===== config.mk =====
export PLATFORM = sky130hd
export DESIGN_NAME = battery_voltage_monitor_flat
export DESIGN_NICKNAME = d
export VERILOG_FILES = /design/src/bvm_pkg.sv /design/src/bvm_in_if.sv /design/src/bvm_out_if.sv /design/src/battery_voltage_monitor.sv /design/src/flat_wrapper.sv
export SDC_FILE = /design/constraint.sdc
export NUM_CORES = 1
export LEC_CHECK = 0
export BUFFER_PORTS_ARGS = -buffer_cell sky130_fd_sc_hd__buf_4
export CELL_PAD_IN_SITES_DETAIL_PLACEMENT = 0
export CELL_PAD_IN_SITES_GLOBAL_PLACEMENT = 1
export CORE_AREA = 10 10 212 214
export DETAILED_ROUTE_END_ITERATION = 7
export DIE_AREA = 0 0 222 224
export PLACE_DENSITY = 0.76
export SETUP_SLACK_MARGIN = 0.02
export SLEW_MARGIN = 5
export SYNTH_ARGS = -nofsm -noshare
export SYNTH_HDL_FRONTEND = slang
export SYNTH_SLANG_ARGS = --single-unit

===== constraint.sdc =====
create_clock -name i_clk -period 32.9 [get_ports i_clk]
set_input_delay 6.58 -clock i_clk [delete_from_list [all_inputs] [get_ports i_clk]]
set_output_delay 6.58 -clock i_clk [all_outputs]
set_load 0.005 [all_outputs]

===== src/bvm_pkg.sv =====
// Package for the battery voltage monitor: widths, codes, reset values and the charge ladder.
`default_nettype none
package bvm_pkg;

    // Field widths
    localparam int MV_W    = 15;
    localparam int MA_W    = 13;
    localparam int DAY_W   = 5;
    localparam int MODE_W  = 2;
    localparam int PCT_W   = 7;
    localparam int ALPHA_W = 11;
    localparam int CFG_IDX_W  = 1;
    localparam int CFG_DATA_W = 15;

    // Item modes
    typedef enum logic [MODE_W-1:0] {
        MODE_SAMPLE = 2'd0,
        MODE_SET_MV = 2'd1,
        MODE_SET_MA = 2'd2
    } t_mode;

    // Register indexes
    typedef enum logic [CFG_IDX_W-1:0] {
        CFG_ALPHA    = 1'b0,
        CFG_CRITICAL = 1'b1
    } t_cfg_idx;

    // Smoothing weight limits, Q1.10
    localparam logic [ALPHA_W-1:0] ALPHA_MIN   = 11'd10;
    localparam logic [ALPHA_W-1:0] ALPHA_MAX   = 11'd1024;
    localparam logic [ALPHA_W-1:0] ALPHA_RESET = 11'd102;

    // Reset values
    localparam logic [MV_W-1:0]  CRITICAL_RESET = 15'd10500;
    localparam logic [MV_W-1:0]  VOLT_RESET     = 15'd12400;
    localparam logic [MV_W-1:0]  MIN_RESET      = 15'h7FFF;
    localparam logic [MV_W-1:0]  MAX_RESET      = 15'd0;
    localparam logic [DAY_W-1:0] DAY_RESET      = 5'd0;

    // Charge ladder thresholds, highest first, 10 percent apart
    localparam int LADDER_N = 9;
    localparam logic [MV_W-1:0] LADDER_MV [LADDER_N] = '{
        15'd12600, 15'd12400, 15'd12200, 15'd12000, 15'd11800,
        15'd11600, 15'd11400, 15'd11200, 15'd11000
    };

    // Map a voltage onto the percent ladder
    function automatic logic [PCT_W-1:0] percent_of(input logic [MV_W-1:0] mv);
        logic [PCT_W-1:0] pct;
        pct = 7'd10;
        for (int i = LADDER_N - 1; i >= 0; i--) begin
            if (mv >= LADDER_MV[i]) begin
                pct = PCT_W'(100 - 10 * i);
            end
        end
        return pct;
    endfunction

endpackage
`default_nettype wire


===== src/bvm_in_if.sv =====
// Input channel of the battery voltage monitor: handshake and sample payload.
`default_nettype none
interface bvm_in_if
    import bvm_pkg::*;
();
    logic                     valid;
    logic                     ready;
    logic [MODE_W-1:0]        mode;
    logic [MV_W-1:0]          voltage_mv;
    logic signed [MA_W-1:0]   sample_ma;
    logic [DAY_W-1:0]         day_of_month;
    logic                     sample_valid;

    modport source (
        output valid, mode, voltage_mv, sample_ma, day_of_month, sample_valid,
        input  ready
    );
    modport sink (
        input  valid, mode, voltage_mv, sample_ma, day_of_month, sample_valid,
        output ready
    );
endinterface
`default_nettype wire


===== src/bvm_out_if.sv =====
// Result channel of the battery voltage monitor: handshake and status payload.
`default_nettype none
interface bvm_out_if
    import bvm_pkg::*;
();
    logic                     valid;
    logic                     ready;
    logic [MV_W-1:0]          raw_mv;
    logic [MV_W-1:0]          smoothed_mv;
    logic signed [MA_W-1:0]   held_ma;
    logic [PCT_W-1:0]         charge_percent;
    logic                     is_critical;
    logic                     is_brownout;
    logic                     sensor_good;
    logic [MV_W-1:0]          day_min_mv;
    logic [MV_W-1:0]          day_max_mv;

    modport source (
        output valid, raw_mv, smoothed_mv, held_ma, charge_percent,
               is_critical, is_brownout, sensor_good, day_min_mv, day_max_mv,
        input  ready
    );
    modport sink (
        input  valid, raw_mv, smoothed_mv, held_ma, charge_percent,
               is_critical, is_brownout, sensor_good, day_min_mv, day_max_mv,
        output ready
    );
endinterface
`default_nettype wire


===== src/battery_voltage_monitor.sv =====
// A result is registered and becomes valid in the cycle after its input transfer.
// Throughput: one item per cycle; the single result register refills in the
// cycle it is taken, so input ready drops only while an untaken result waits.
// The moving average uses one combinational 12x16 multiply-add per item.
// Reset (synchronous, active low) restores config, held state and result valid; result payload is not reset.
`default_nettype none
module battery_voltage_monitor
    import bvm_pkg::*;
(
    input  wire logic                  i_clk,
    input  wire logic                  i_rst_n,
    input  wire logic                  i_cfg_we,
    input  wire logic [CFG_IDX_W-1:0]  i_cfg_idx,
    input  wire logic [CFG_DATA_W-1:0] i_cfg_data,
    bvm_in_if.sink                     i_in,
    bvm_out_if.source                  o_out
);

    // Configuration registers
    logic [ALPHA_W-1:0] r_alpha;
    logic [MV_W-1:0]    r_critical;

    // Held battery state
    logic [MV_W-1:0]        r_raw, n_raw;
    logic [MV_W-1:0]        r_avg, n_avg;
    logic signed [MA_W-1:0] r_ma, n_ma;
    logic                   r_sensor_ok, n_sensor_ok;
    logic [MV_W-1:0]        r_min, n_min;
    logic [MV_W-1:0]        r_max, n_max;
    logic [DAY_W-1:0]       r_day, n_day;

    // Result register
    logic                   r_out_valid;
    logic [MV_W-1:0]        r_o_raw, r_o_avg, r_o_min, r_o_max;
    logic signed [MA_W-1:0] r_o_ma;
    logic [PCT_W-1:0]       r_o_pct;
    logic                   r_o_crit, r_o_brown, r_o_good;

    logic               in_xfer;
    logic [ALPHA_W-1:0] cfg_alpha;
    logic signed [15:0] ema_delta;
    logic signed [27:0] ema_prod;
    logic signed [27:0] ema_step;
    logic signed [27:0] ema_sum;
    logic [MV_W-1:0]    day_min_base;
    logic [MV_W-1:0]    day_max_base;

    assign i_in.ready = !r_out_valid || o_out.ready;
    assign in_xfer    = i_in.valid && i_in.ready;

    // Clamp the smoothing weight on write
    always_comb begin
        cfg_alpha = i_cfg_data[ALPHA_W-1:0];
        if (cfg_alpha < ALPHA_MIN) begin
            cfg_alpha = ALPHA_MIN;
        end else if (cfg_alpha > ALPHA_MAX) begin
            cfg_alpha = ALPHA_MAX;
        end
    end

    always_ff @(posedge i_clk) begin
        if (!i_rst_n) begin
            r_alpha    <= ALPHA_RESET;
            r_critical <= CRITICAL_RESET;
        end else if (i_cfg_we) begin
            case (i_cfg_idx)
                CFG_ALPHA:    r_alpha    <= cfg_alpha;
                CFG_CRITICAL: r_critical <= i_cfg_data[MV_W-1:0];
                default: ;
            endcase
        end
    end

    // Moving average as avg + round(alpha * (v - avg) / 1024)
    always_comb begin
        ema_delta = $signed({1'b0, i_in.voltage_mv}) - $signed({1'b0, r_avg});
        ema_prod  = $signed({1'b0, r_alpha}) * ema_delta;
        ema_step  = (ema_prod + 28'sd512) >>> 10;
        ema_sum   = $signed({13'b0, r_avg}) + ema_step;
    end

    // Restart the daily extremes on a new day
    assign day_min_base = (i_in.day_of_month != r_day) ? MIN_RESET : r_min;
    assign day_max_base = (i_in.day_of_month != r_day) ? MAX_RESET : r_max;

    // Next held state for the item at the input
    always_comb begin
        n_raw       = r_raw;
        n_avg       = r_avg;
        n_ma        = r_ma;
        n_sensor_ok = r_sensor_ok;
        n_min       = r_min;
        n_max       = r_max;
        n_day       = r_day;
        case (i_in.mode)
            MODE_SAMPLE: begin
                if (r_sensor_ok) begin
                    if (!i_in.sample_valid) begin
                        n_sensor_ok = 1'b0;
                    end else begin
                        n_raw = i_in.voltage_mv;
                        n_ma  = i_in.sample_ma;
                        n_avg = ema_sum[MV_W-1:0];
                        n_day = i_in.day_of_month;
                        n_min = (i_in.voltage_mv < day_min_base) ?
                                i_in.voltage_mv : day_min_base;
                        n_max = (i_in.voltage_mv > day_max_base) ?
                                i_in.voltage_mv : day_max_base;
                    end
                end
            end
            MODE_SET_MV: begin
                n_raw = i_in.voltage_mv;
                n_avg = i_in.voltage_mv;
            end
            MODE_SET_MA: begin
                n_ma = i_in.sample_ma;
            end
            default: ;
        endcase
    end

    // Advance held state on each input transfer
    always_ff @(posedge i_clk) begin
        if (!i_rst_n) begin
            r_raw       <= VOLT_RESET;
            r_avg       <= VOLT_RESET;
            r_ma        <= '0;
            r_sensor_ok <= 1'b1;
            r_min       <= MIN_RESET;
            r_max       <= MAX_RESET;
            r_day       <= DAY_RESET;
        end else if (in_xfer) begin
            r_raw       <= n_raw;
            r_avg       <= n_avg;
            r_ma        <= n_ma;
            r_sensor_ok <= n_sensor_ok;
            r_min       <= n_min;
            r_max       <= n_max;
            r_day       <= n_day;
        end
    end

    // Hold the result until its transfer; drop valid when taken and not refilled
    always_ff @(posedge i_clk) begin
        if (!i_rst_n) begin
            r_out_valid <= 1'b0;
        end else if (in_xfer) begin
            r_out_valid <= 1'b1;
        end else if (o_out.ready) begin
            r_out_valid <= 1'b0;
        end
    end

    always_ff @(posedge i_clk) begin
        if (in_xfer) begin
            r_o_raw   <= n_raw;
            r_o_avg   <= n_avg;
            r_o_ma    <= n_ma;
            r_o_pct   <= percent_of(n_raw);
            r_o_crit  <= (n_raw < r_critical);
            r_o_brown <= (n_avg < r_critical);
            r_o_good  <= n_sensor_ok;
            r_o_min   <= n_min;
            r_o_max   <= n_max;
        end
    end

    assign o_out.valid           = r_out_valid;
    assign o_out.raw_mv          = r_o_raw;
    assign o_out.smoothed_mv     = r_o_avg;
    assign o_out.held_ma         = r_o_ma;
    assign o_out.charge_percent  = r_o_pct;
    assign o_out.is_critical     = r_o_crit;
    assign o_out.is_brownout     = r_o_brown;
    assign o_out.sensor_good     = r_o_good;
    assign o_out.day_min_mv      = r_o_min;
    assign o_out.day_max_mv      = r_o_max;

    // Checks
    a_alpha_range: assert property (@(posedge i_clk) disable iff (!i_rst_n)
        (r_alpha >= ALPHA_MIN) && (r_alpha <= ALPHA_MAX))
        else $error("smoothing weight out of range");

    a_sensor_sticky: assert property (@(posedge i_clk) disable iff (!i_rst_n)
        !r_sensor_ok |=> !r_sensor_ok)
        else $error("sensor flag recovered without reset");

    a_min_le_max: assert property (@(posedge i_clk) disable iff (!i_rst_n)
        (r_max != MAX_RESET) |-> (r_min <= r_max))
        else $error("daily minimum above daily maximum");

    a_result_follows: assert property (@(posedge i_clk) disable iff (!i_rst_n)
        in_xfer |=> r_out_valid)
        else $error("transfer produced no result");

endmodule
`default_nettype wire

===== src/flat_wrapper.sv =====
// flat-port wrapper written by rule: the top's interface ports become plain ports
module battery_voltage_monitor_flat import bvm_pkg::*;
  (i_clk, i_rst_n, i_cfg_we, i_cfg_idx, i_cfg_data, i_in_valid, i_in_mode, i_in_voltage_mv, i_in_sample_ma, i_in_day_of_month, i_in_sample_valid, i_in_ready, o_out_valid, o_out_raw_mv, o_out_smoothed_mv, o_out_held_ma, o_out_charge_percent, o_out_is_critical, o_out_is_brownout, o_out_sensor_good, o_out_day_min_mv, o_out_day_max_mv, o_out_ready);
  bvm_in_if i_in_i ();
  bvm_out_if o_out_i ();
  input  wire logic i_clk;
  input  wire logic i_rst_n;
  input  wire logic i_cfg_we;
  input  wire logic [CFG_IDX_W-1:0] i_cfg_idx;
  input  wire logic [CFG_DATA_W-1:0] i_cfg_data;
  input wire logic [$bits(i_in_i.valid)-1:0] i_in_valid;
  input wire logic [$bits(i_in_i.mode)-1:0] i_in_mode;
  input wire logic [$bits(i_in_i.voltage_mv)-1:0] i_in_voltage_mv;
  input wire logic [$bits(i_in_i.sample_ma)-1:0] i_in_sample_ma;
  input wire logic [$bits(i_in_i.day_of_month)-1:0] i_in_day_of_month;
  input wire logic [$bits(i_in_i.sample_valid)-1:0] i_in_sample_valid;
  output wire logic [$bits(i_in_i.ready)-1:0] i_in_ready;
  output wire logic [$bits(o_out_i.valid)-1:0] o_out_valid;
  output wire logic [$bits(o_out_i.raw_mv)-1:0] o_out_raw_mv;
  output wire logic [$bits(o_out_i.smoothed_mv)-1:0] o_out_smoothed_mv;
  output wire logic [$bits(o_out_i.held_ma)-1:0] o_out_held_ma;
  output wire logic [$bits(o_out_i.charge_percent)-1:0] o_out_charge_percent;
  output wire logic [$bits(o_out_i.is_critical)-1:0] o_out_is_critical;
  output wire logic [$bits(o_out_i.is_brownout)-1:0] o_out_is_brownout;
  output wire logic [$bits(o_out_i.sensor_good)-1:0] o_out_sensor_good;
  output wire logic [$bits(o_out_i.day_min_mv)-1:0] o_out_day_min_mv;
  output wire logic [$bits(o_out_i.day_max_mv)-1:0] o_out_day_max_mv;
  input wire logic [$bits(o_out_i.ready)-1:0] o_out_ready;
  assign i_in_i.valid = i_in_valid;
  assign i_in_i.mode = i_in_mode;
  assign i_in_i.voltage_mv = i_in_voltage_mv;
  assign i_in_i.sample_ma = i_in_sample_ma;
  assign i_in_i.day_of_month = i_in_day_of_month;
  assign i_in_i.sample_valid = i_in_sample_valid;
  assign i_in_ready = i_in_i.ready;
  assign o_out_valid = o_out_i.valid;
  assign o_out_raw_mv = o_out_i.raw_mv;
  assign o_out_smoothed_mv = o_out_i.smoothed_mv;
  assign o_out_held_ma = o_out_i.held_ma;
  assign o_out_charge_percent = o_out_i.charge_percent;
  assign o_out_is_critical = o_out_i.is_critical;
  assign o_out_is_brownout = o_out_i.is_brownout;
  assign o_out_sensor_good = o_out_i.sensor_good;
  assign o_out_day_min_mv = o_out_i.day_min_mv;
  assign o_out_day_max_mv = o_out_i.day_max_mv;
  assign o_out_i.ready = o_out_ready;
  battery_voltage_monitor u_core (.i_clk(i_clk), .i_rst_n(i_rst_n), .i_cfg_we(i_cfg_we), .i_cfg_idx(i_cfg_idx), .i_cfg_data(i_cfg_data), .i_in(i_in_i), .o_out(o_out_i));
endmodule

== After elaboration in Yosys (flattened, before gate mapping) ==
Index checks and enable logic that the tools add are counted.

* Input bits: 57
* Register bits after elaboration: 189
* Output and inout port bits: 85

* Bitwise gates (word level): 1
* $mul: 1
* Order comparisons: 15
* Equal/unequal tests: 3
* Reductions and logical operators: 10
* $add $sub $neg: 3
* Mux-type cells: 34

{| class="wikitable"
|+ Operator list
! cell !! number
|-
| 2-to-1 mux 15 bit || 14
|-
| >= comparator 15 x 14 -> 1 bit (second input constant) || 9
|-
| case mux 15 bit (2 select lines) || 2
|-
| < comparator 15 bit || 3
|-
| 2-to-1 mux 6 bit || 6
|-
| 2-to-1 mux 13 bit || 2
|-
| case mux 13 bit (2 select lines) || 1
|-
| adder 25 x 11 -> 25 bit (second input constant) || 1
|-
| multiplier 12 x 16 -> 25 bit || 1
|-
| 2-to-1 mux 11 bit || 2
|-
| subtractor 15 x 15 -> 16 bit || 1
|-
| adder 15 bit || 1
|-
| > comparator 15 bit || 1
|-
| > comparator 11 bit (second input constant) || 1
|-
| < comparator 11 x 4 -> 1 bit (second input constant) || 1
|-
| 2-to-1 mux 5 bit || 2
|-
| OR reduction 8 bit || 1
|-
| 2-to-1 mux 1 bit || 5
|-
| != test 5 bit || 1
|-
| AND reduction 2 bit || 2
|-
| AND reduction 4 bit || 1
|-
| OR reduction 4 bit || 1
|-
| equality test 2 x 1 -> 1 bit (second input constant) || 1
|-
| equality test 2 bit (second input constant) || 1
|-
| other kinds (6) || 6
|}

== Depth between registers and ports, before layout ==
* Depth after elaboration: 12
* Gate-level depth with buffers: 50

== Worst setup path before layout ==
OpenSTA, ideal clock, no wires.

* Path kind: input-to-reg
* From: input port i_in_voltage_mv[0]
* To: register u_core.r_o_brown (netlist: u_core.o_out.is_brownout) (data pin)
* Setup slack: 17.191 ns
* Arrival: 15.557 ns
* Cell stages on the path: 47
* Required time: 32.748 ns
* Path through: inv_1 ha_1 fa_1 nand2b_1 a21o_1 a211oi_1 a2111oi_2 o21bai_1 a21oi_1 xnor2_1 clkbuf_1 and2_1 fa_1 ha_1 inv_1 fa_1 inv_1 fa_1 [11 not listed] ha_1 o211ai_1 nand2_1 o41ai_4 o21ai_2 a31oi_4 o21ai_2 xnor2_2 xnor3_1 xnor2_1 and2b_1 a31oi_1 a2bb2oi_1 ha_1 nand4_1 nor2_1 a221o_1 a31oi_1

* Word-level cells in the longest chain between the ends: 8

{| class="wikitable"
|+ RTL lines
! element !! RTL line !! source
|-
| from (decl) || flat_wrapper.sv:13 || <nowiki>input wire logic [$bits(i_in_i.voltage_mv)-1:0] i_in_voltage_mv;</nowiki>
|-
| subtractor 15 x 15 -> 16 bit || battery_voltage_monitor.sv:76 || <nowiki>ema_delta = $signed({1'b0, i_in.voltage_mv}) - $signed({1'b0, r_avg});</nowiki>
|-
| multiplier 12 x 16 -> 25 bit || battery_voltage_monitor.sv:77 || <nowiki>ema_prod = $signed({1'b0, r_alpha}) * ema_delta;</nowiki>
|-
| adder 25 x 11 -> 25 bit || battery_voltage_monitor.sv:78 || <nowiki>ema_step = (ema_prod + 28'sd512) >>> 10;</nowiki>
|-
| adder 15 bit || battery_voltage_monitor.sv:79 || <nowiki>ema_sum = $signed({13'b0, r_avg}) + ema_step;</nowiki>
|-
| 2-to-1 mux 15 bit || battery_voltage_monitor.sv:98 || <nowiki>if (!i_in.sample_valid) begin</nowiki>
|-
| 2-to-1 mux 15 bit || battery_voltage_monitor.sv:97 || <nowiki>if (r_sensor_ok) begin</nowiki>
|-
| case mux 15 bit (2 select lines) || battery_voltage_monitor.sv:95 || <nowiki>case (i_in.mode)</nowiki>
|-
| net u_core.n_avg[14] || battery_voltage_monitor.sv:25 || <nowiki>logic [MV_W-1:0] r_avg, n_avg;</nowiki>
|-
| < comparator 15 bit || battery_voltage_monitor.sv:162 || <nowiki>r_o_brown <= (n_avg < r_critical);</nowiki>
|-
| to (signal assigned) || battery_voltage_monitor.sv:162 ||
|-
| to (decl) || battery_voltage_monitor.sv:37 || <nowiki>logic r_o_crit, r_o_brown, r_o_good;</nowiki>
|}

The timed path passes the listed nets, and every way through them passes these cells.
A chain may end at the register's enable or synchronous reset.

== Worst setup path in the final report ==
Same ends and word-level chain as after synthesis.

==> flow_metrics.tcl <==
set metrics [dict create \
    dp_hpwl_um 32840 \
    hold_violations 0 \
    core_sq_mm 0.04055 \
    reg2reg_depth 43 \
    die-area_sq_mm 0.04973 \
    start_kind "input port" \
    endpoint_kind "flip-flop" \
    cp.required_ns 33.20 \
    setup-tns-final_ns 0 \
    critPathSlowestCell "xnor2_1" \
    synth_seq_area_share_pct 28.57 \
    path_class "in2reg" \
    max_slew_margin_pct 16.55 \
    die_h_um 224 \
    ctsLongestPathBuffers 2 \
    netlist_instances 1719 \
    max_freq_mhz 59.65 \
    synth_top_family_by_area "adder cells" \
    setup.worst_path.start "i_in_voltage_mv[0]" \
    gp_congestion 0.8743 \
    grt_setup_unrepaired "false" \
    nNetsFinal 2168 \
    synth-compound-area-share_pct 13.71 \
    dominantRegCellSynth "dfxtp_1" \
    hold_path_class "reg2reg" \
    netlist-cell-type-count 75 \
    drive_gt1_share_pct 11.95 \
    endpoint "u_core.o_out.is_brownout" \
    start_util_pct 39.57 \
    r2r_slack_ns 22.15 \
    grt.overflow.total 0 \
    synth_area_sq_mm 0.01605 \
    outcome "complete, no violations" \
    row_count 74 \
    cts.sinks 188 \
    vias 12370 \
    syn-num-nets 2075 \
    reg2reg_from "u_core.r_avg[1]" \
    worst_pin_slew_ns 1.243 \
    synth.avg_cell_area_sq_um 9.336 \
    vias_per_cell 5.248 \
    n_fill_cell 3914 \
    cts_resized 0 \
    insertion_delay_ns 0.46 \
    finalSetupViolCount 0 \
    drtIter0Drc 726 \
    antenna_found_initial 0 \
    cts.reportedPaths.clkPinSlew_ns 0.07 \
    io_pins 142 \
    h-tree-depth 4 \
    cts_setup_buffers 0 \
    ys.warnings.count 0 \
    cts_tree "yes" \
    synth-xor-area-share_pct 2.807 \
    grt_max_degree 85 \
    die_x_um 222 \
    syn2layout_area_growth_pct 13.54 \
    holdWs_ns 0.4591 \
    grt_usage_pct 17.40 \
    hold_buffers 0 \
    worstPathMaxFanout 11 \
    first_pass_iters 5 \
    final.min_clock_period_ns 16.76 \
    ys_ff_latch 188 \
    reg2reg_to "u_core.o_out.is_brownout" \
    cp.arrival_ns 17.06 \
    grt_first_pass_wirelength_um 69590 \
    wl_per_cell_um 18.31 \
    diodes 0 \
    drc 0 \
    async_flop_share_pct 0 \
    ant_nets 0 \
    maxCapViolCount 0 \
    finalWirelength_um 43150 \
    cpPeakStageDelay_ns 0.87 \
    finalMaxSlewViolations 0 \
    synth_edf_count 82 \
    finalCritPeriodShare_pct 50.96 \
    synthMuxAreaShare_pct 1.606 \
    yosys.area_share.simple_pct 15.52 \
    finClkSkew_ns 0.01435 \
    synth_fa_ha_area_share_pct 30.24 \
    portBuffers 140 \
    root_buffer "clkbuf_16" \
    cts_inserted_buffers 17 \
    grt_pass1_vias 12760 \
]
==> worst min path at each step <==
stage | from | endpoint | cells past startpoint
after floorplan | u_core.r_critical[10] | u_core.r_critical[10] | 2
after global placement | u_core.r_critical[14] | u_core.r_critical[14] | 2
after detailed placement | u_core.r_critical[6] | u_core.r_critical[6] | 2
after CTS | u_core.r_critical[6] | u_core.r_critical[6] | 2
after global routing | u_core.r_critical[6] | u_core.r_critical[6] | 2
final | u_core.r_critical[6] | u_core.r_critical[6] | 2
==> Yosys cell counts, drive strengths merged, types with 37 or more instances <==
master    n  area (sq um)
dfxtp   106          2122
nor2    117         441.7
o21ai    46         241.5
and2     74         462.9
ha      151          1889
edfxtp   82          2462
xnor2    37         331.6
a21oi    89         445.4
nand2   197         739.5
inv     241         904.6
fa      148          2963
clkbuf   63         236.5
==> metrics by stage <==
step | worst slack, ns | instance area (sq um) | util, % | instances
2_1_floorplan | 17.19 | 16050 | - | 1719
3_3_place_gp | 15.90 | 17540 | 43.26 | 2325
3_5_place_dp | 15.72 | 17540 | 43.26 | 2325
4_1_cts | 16.16 | 18220 | 44.93 | 2357
5_1_grt | 15.38 | 18220 | 44.93 | 2357
6_report | 16.14 | 18220 | 44.93 | 2357
==> layout make-up <==
| cell class | instances | area [sq um] | area share (%) |
|---|---|---|---|
| Multi-Input combinational cell | 1212 | 10250 | 56.28 |
| Clock inverter | 13 | 221.5 | 1.215 |
| Inverter | 243 | 914.6 | 5.020 |
| Clock buffer | 19 | 454.2 | 2.493 |
| Sequential cell | 188 | 4584 | 25.16 |
| Timing Repair Buffer | 150 | 1126 | 6.180 |
| Tap cell | 532 | 665.6 | 3.653 |
==> cells by family after synthesis <==
group                    after synthesis
multiplexers                          24
buffers and inverters                319
AND/OR/NAND/NOR                      526
AO/OA/AOI/OAI                        313
adder cells (fa/ha/maj)              299
flip-flops                           188
other                                  1
XOR/XNOR                              49
==> state kept, by name, summed over array words and instances, names as in the netlist <==
name                         count
u_core.r_sensor_ok               1
u_core.r_critical               15
u_core.o_out.day_min_mv         15
u_core.r_alpha                  11
u_core.o_out.is_critical         1
u_core.r_min                    15
u_core.o_out.is_brownout         1
u_core.r_raw                    15
u_core.o_out.day_max_mv         15
u_core.o_out.raw_mv             15
u_core.o_out.valid               1
u_core.o_out.held_ma            13
u_core.r_day                     5
u_core.r_ma                     13
u_core.o_out.sensor_good         1
u_core.r_avg                    15
u_core.o_out.charge_percent      6
u_core.r_max                    15
u_core.o_out.smoothed_mv        15
==> cell usage in the layout, fill, tap and decap left out, drive strengths merged, types with 7 or more instances in the layout <==
cell and count:
nand2b 25, o211ai 12, edfxtp 82, a22o 15
a22oi 9, clkbuf 19, xor2 11, mux2i 10
o22a 30, nand2 197, o22ai 8, a32o 15
a31oi 7, a21o 15, ha 151, o21ai 46
nand3 13, buf 150, fa 148, and2 74
nand4 13, inv 250, xnor2 37, nor3 33
mux2 14, nor2 117, a21oi 89, dfxtp 106
nor2b 25, o21a 16, a211oi 18
==> critical path: cells and delay by family <==
kind                       cells  cell delay (ns)
AOI/OAI and AO/OA             17             3.17
and+or+nand+nor               10             1.68
xor gates and xnor gates       4             1.52
adders and majority gates     10             3.72
buffers and inverters          4             0.36
==> routing by layer <==
metal	global-route usage [%]	share of wire (%)
met5	0	0
met4	4.872	2.0
met3	3.060	4.5
met2	28.65	47
met1	23.03	46
Power is not shown: default switching activity piles up to over one toggle a cycle in this logic, so the estimate is an artifact.
